<file path="src/hdl/tree_lca_distance_engine_assert.svh">
// ============================================================================
// tree_lca_distance_engine_assert.svh
// assertion macros shared by the lca distance engine
// ============================================================================
`ifndef TREE_LCA_DISTANCE_ENGINE_ASSERT_SVH
`define TREE_LCA_DISTANCE_ENGINE_ASSERT_SVH

// same-cycle implication, sampled on clk, off during reset
`define TLDE_ASSERT_NOW(label, cond, expr, msg) \
    label: assert property (@(posedge clk) disable iff (!rst_n) (cond) |-> (expr)) \
        else $error(msg);

// next-cycle implication, sampled on clk, off during reset
`define TLDE_ASSERT_NEXT(label, cond, expr, msg) \
    label: assert property (@(posedge clk) disable iff (!rst_n) (cond) |=> (expr)) \
        else $error(msg);

`endif

</file>
<file path="src/hdl/tlde_pkg.sv">
// ============================================================================
// tlde_pkg
// field widths, saturation limits and controller/datapath command types
// ============================================================================
package tlde_pkg;

    localparam int NODE_W   = 12;
    localparam int WEIGHT_W = 16;
    localparam int DIST_W   = 28;
    localparam int DEPTH_W  = 12;
    localparam int LVL_W    = 5;

    typedef logic [NODE_W-1:0]   node_t;
    typedef logic [WEIGHT_W-1:0] weight_t;
    typedef logic [DIST_W-1:0]   dist_t;
    typedef logic [DEPTH_W-1:0]  depth_t;

    localparam node_t  SENTINEL  = '0;
    localparam depth_t DEPTH_MAX = '1;
    localparam dist_t  DIST_MAX  = '1;

    typedef enum logic [3:0] {
        OP_IDLE,
        OP_LD_BASE,
        OP_LD_WALK,
        OP_Q_DEPTH,
        OP_Q_LIFT,
        OP_Q_CMP,
        OP_Q_JUMP,
        OP_Q_PARENT,
        OP_Q_FINISH
    } op_t;

    typedef struct packed {
        op_t              op;
        logic [LVL_W-1:0] lvl;
    } cmd_t;

    typedef struct packed {
        logic in_valid;
        logic in_query;
        logic in_load_ok;
        logic same_node;
        logic out_free;
    } status_t;

endpackage

</file>
<file path="src/hdl/tlde_ctrl.sv">
// ============================================================================
// tlde_ctrl
// sequencer for node loads and lca queries, walks the ancestor levels
// ============================================================================
module tlde_ctrl #(
    parameter int LEVELS = 12
) (
    input  logic              clk,
    input  logic              rst_n,
    input  tlde_pkg::status_t status,
    output tlde_pkg::cmd_t    cmd
);
    import tlde_pkg::*;

    localparam int LW = (LEVELS > 1) ? $clog2(LEVELS) : 1;
    localparam logic [LW-1:0] LVL_LAST = LW'(LEVELS - 1);

    typedef enum logic [8:0] {
        ST_IDLE     = 9'b000000001,
        ST_LD_BASE  = 9'b000000010,
        ST_LD_WALK  = 9'b000000100,
        ST_Q_DEPTH  = 9'b000001000,
        ST_Q_LIFT   = 9'b000010000,
        ST_Q_CMP    = 9'b000100000,
        ST_Q_JUMP   = 9'b001000000,
        ST_Q_PARENT = 9'b010000000,
        ST_Q_FINISH = 9'b100000000
    } state_t;

    state_t        state_reg;
    state_t        state_next;
    logic [LW-1:0] lvl_reg;
    logic [LW-1:0] lvl_next;
    op_t           op;

    always_comb
    begin
        state_next = state_reg;
        lvl_next   = lvl_reg;
        op         = OP_IDLE;
        case (state_reg)
            ST_IDLE:
            begin
                op = OP_IDLE;
                if (status.in_valid)
                begin
                    if (status.in_query)
                    begin
                        state_next = ST_Q_DEPTH;
                    end
                    else if (status.in_load_ok)
                    begin
                        state_next = ST_LD_BASE;
                    end
                end
            end
            ST_LD_BASE:
            begin
                op         = OP_LD_BASE;
                lvl_next   = LW'(1);
                state_next = (LEVELS > 1) ? ST_LD_WALK : ST_IDLE;
            end
            ST_LD_WALK:
            begin
                op = OP_LD_WALK;
                if (lvl_reg == LVL_LAST)
                begin
                    state_next = ST_IDLE;
                end
                else
                begin
                    lvl_next = lvl_reg + 1'b1;
                end
            end
            ST_Q_DEPTH:
            begin
                op         = OP_Q_DEPTH;
                lvl_next   = '0;
                state_next = ST_Q_LIFT;
            end
            ST_Q_LIFT:
            begin
                op = OP_Q_LIFT;
                if (lvl_reg == LVL_LAST)
                begin
                    state_next = ST_Q_CMP;
                end
                else
                begin
                    lvl_next = lvl_reg + 1'b1;
                end
            end
            ST_Q_CMP:
            begin
                op         = OP_Q_CMP;
                lvl_next   = LVL_LAST;
                state_next = status.same_node ? ST_Q_FINISH : ST_Q_JUMP;
            end
            ST_Q_JUMP:
            begin
                op = OP_Q_JUMP;
                if (lvl_reg == '0)
                begin
                    state_next = ST_Q_PARENT;
                end
                else
                begin
                    lvl_next = lvl_reg - 1'b1;
                end
            end
            ST_Q_PARENT:
            begin
                op         = OP_Q_PARENT;
                state_next = ST_Q_FINISH;
            end
            ST_Q_FINISH:
            begin
                op = OP_Q_FINISH;
                if (status.out_free)
                begin
                    state_next = ST_IDLE;
                end
            end
            default:
            begin
                op         = OP_IDLE;
                state_next = ST_IDLE;
            end
        endcase
    end

    always_ff @(posedge clk or negedge rst_n)
    begin
        if (!rst_n)
        begin
            state_reg <= ST_IDLE;
            lvl_reg   <= '0;
        end
        else
        begin
            state_reg <= state_next;
            lvl_reg   <= lvl_next;
        end
    end

    assign cmd.op  = op;
    assign cmd.lvl = LVL_W'(lvl_reg);

endmodule

</file>
<file path="config.mk">
export PLATFORM = sky130hd
export DESIGN_NAME = tlde_ctrl
export DESIGN_NICKNAME = d
export VERILOG_FILES = /design/src/hdl/tree_lca_distance_engine_assert.svh /design/src/hdl/tlde_pkg.sv /design/src/hdl/tlde_ctrl.sv
export SDC_FILE = /design/constraint.sdc
export NUM_CORES = 1
export LEC_CHECK = 0
export CORE_MARGIN = 1.5
export CORE_UTILIZATION = 45
export DETAILED_ROUTE_END_ITERATION = 10
export DONT_BUFFER_PORTS = 1
export GPL_TIMING_DRIVEN = 0
export PLACE_DENSITY = 0.58
export SLEW_MARGIN = 30
export SYNTH_ARGS = -nofsm -noshare
export SYNTH_HDL_FRONTEND = slang
export SYNTH_SLANG_ARGS = --single-unit
</file>
<file path="constraint.sdc">
create_clock -name clk -period 2.8 [get_ports clk]
set_input_delay 0.56 -clock clk [delete_from_list [all_inputs] [get_ports clk]]
set_output_delay 0.56 -clock clk [all_outputs]
set_load 0.005 [all_outputs]
</file>
==> metrics.txt <==
outcome=complete, no violations; Worst-Skew Late Latency=0.28 ns; Max stage delay cell, worst path=or4b_4; commonest non-fill, non-tap cell in the layout=dfrtp_1; worst reg2reg path depth=7; first-pass GRT wire length=4860 µm; clock sink count=13; Yosys reg bits=13; simple-gate portion of the synthesized area=37.3%; fraction of layout cells with a size suffix above 1=9.66%; fmax=386 MHz; Net Count, Synth=148; Synth Area in Compound Gates=19.8%; post-synthesis adder-cell area fraction=1.11%; Synth Warn #=0; Required @ worst endpoint=3.03 ns; post-synthesis xor/xnor area fraction=4.67%; worst hold slack=0.104 ns; r2r setup slk=0.21 ns; commonest non-fill, non-tap cells in the layout=12 x dfrtp_1, 11 x o21ai_0, 10 x nand2_1; Post-Route WL=2940 µm; die width=53.0 µm; CP peak stage delay=0.53 ns; final slew viol count=0; IR drop worst, VDD=0.549 mV; Worst-path clk slew=0.09 ns; Synth area leaders=dfrtp_1 27%, o21ai_0 4.9%, nand4b_1 3.9%; # DRC=0; endpoints failing hold=0; LEAKAGE=0.477 nW; Slew HR=58.0%; sequence of cells on the critical path=or4b_4, or3_4, xnor2_1, ha_1, or3_1, a221oi_2, o22a_1; GPL Wtd Cong=0.837; pin count of the biggest net entering global routing=13; antenna violation net count after detailed routing=0; number of CTS-inserted buffers=3; mux cell area share after synthesis=1.89%; largest family of logic cells by synthesized area=simple AND/OR/NAND/NOR gates; vias per cell=6.49; Async SR Flop Fraction=100%; initial core utilization=49.4%; 1st-iter DRT viols=43; DR vias=1,122; Worst Max-Slew Pin Slew=0.621 ns; Non-Filler Instances=173; area delta synth->final=7.68%; Data arrival, critical path=2.82 ns; Pre-Repair DR Iteration Count=4; Setup TNS Final=0 ns; average cell area after synthesis=8.03 µm²; Top FF cell, synth=dfrtp_1; crit path buf inv count=0; crit path kind=register to register; core footprint=2280 µm²; clk_skew=0.00285 ns; setup ws final=0.212 ns; power per cell area=946 nW/µm²; max FFs per register=9; height of the chip=53.0 µm; Ports=16; routed len/inst=17.0 µm; RSZ-0062 raised after global routing=no; max cap viols=0; dpl cells=168; remaining global-route overflow=0; die footprint=2810 µm²; fin crit share=92.4%; sequential cell area fraction in the yosys report=29.0%; Rows=17; Ant. Diodes=0; CTS max path bufs=2; Root Driver=clkbuf_4; Hold/Removal Path Class=primary input to async pin; Post-layout nets=154; Critical Path Sink Type=register; PortBufs=0; post-detail-place hpwl=2180 µm; Stages on worst setup path=7; GRT Total Usage=24.0%; CTS tree=done; Synth top area share=26.7%; leading area contributor after synthesis=dfrtp_1; number of global-route vias before repair=1,064; Setup WS pre-CTS=0.222 ns; Post-synth EDFFs=0; synthesized area=1120 µm²; initial antenna violation count=0; top cell family by delay on the critical path=simple AND/OR/NAND/NOR gates; largest fanout on the critical path=8; htree depth=1; Yosys cell types=48; minimum clock period=2.59 ns; CP startpoint kind=register; setup violators final=0; post-synthesis cell count=140; Power, Total=0.00115 W
==> metal layers <==
| metal | GRT usage, % | vias to the layer above | routed length [µm] |
|---|---|---|---|
| met5 | 0 | - | 0 |
| met1 | 34.0 | 535 | 1340 |
| li1 | - | 537 | - |
| met2 | 36.3 | 43 | 1330 |
| met4 | 10.3 | 0 | 44 |
| met3 | 3.39 | 7 | 221 |
==> cell type report <==
type	count	area, µm²
buffer	11	47.5
clock buffer	4	26.3
fill	228	1060
inverter	5	18.8
multi-input combinational	111	747
sequential	13	327
tap	28	35.0
timing repair buffer	1	10.0
==> synthesized netlist by cell type (3+ instances only) <==
library cell and instances:
dfrtp_1 12, o21ai_0 11, nand2_1 10, nor2_1 7
nor3_1 7, or3_1 7, clkbuf_1 6, nand2b_1 6
a21oi_1 5, inv_1 5, nand4b_1 5, nor4_1 5
nand3_1 4, xnor2_1 4, nand4_1 3, nor2b_1 3
o211ai_1 3, or4_1 3
==> where the power goes <==
group	internal, W	switching (W)	total, W	leakage, nW
Combinational	0.000278	0.000427	0.000705	0.288
Clock	0.0000554	0.0000680	0.000123	0.0150
Sequential	0.000247	0.0000697	0.000317	0.174
==> cell families after synthesis <==
| group | after synthesis |
|---|---|
| fa+ha+maj | 1 |
| mux | 2 |
| flops | 13 |
| xor+xnor | 6 |
| compound gates | 32 |
| simple gates | 69 |
| buf+inv | 16 |
| other cells | 1 |
==> per-stage QoR <==
stage	area [µm²]	utilization [%]
global route	1210	53.2
floorplan	1120	-
CTS	1200	52.8
detailed placement	1160	51.0
finish	1210	53.2
global placement	1160	51.0
==> repair_timing <==
| action | CTS | global route |
|---|---|---|
| buffers inserted | 0 | 0 |
| hold endpoints to repair | 12 | 0 |
| hold buffers | 1 | 0 |
| gates resized for setup | 1 | 1 |
| cloned | 0 | 0 |
| setup endpoints to repair | 1 | 1 |
==> path summary, 6_finish.rpt <==
kind | startpoint | endpoint
worst max-delay path | state_reg[6]$_DFFE_PN0P_ | lvl_reg[2]$_DFFE_PN0P_
worst min-delay path | rst_n | state_reg[0]$_DFFE_PN1P_
worst max register to register | state_reg[6]$_DFFE_PN0P_ | lvl_reg[2]$_DFFE_PN0P_
worst min register to register | lvl_reg[2]$_DFFE_PN0P_ | lvl_reg[2]$_DFFE_PN0P_
max in group asynchronous | rst_n | lvl_reg[2]$_DFFE_PN0P_
min in group clk | status[3] | state_reg[1]$_DFFE_PN0P_
Note: power is estimated with default switching activity, not from simulation.
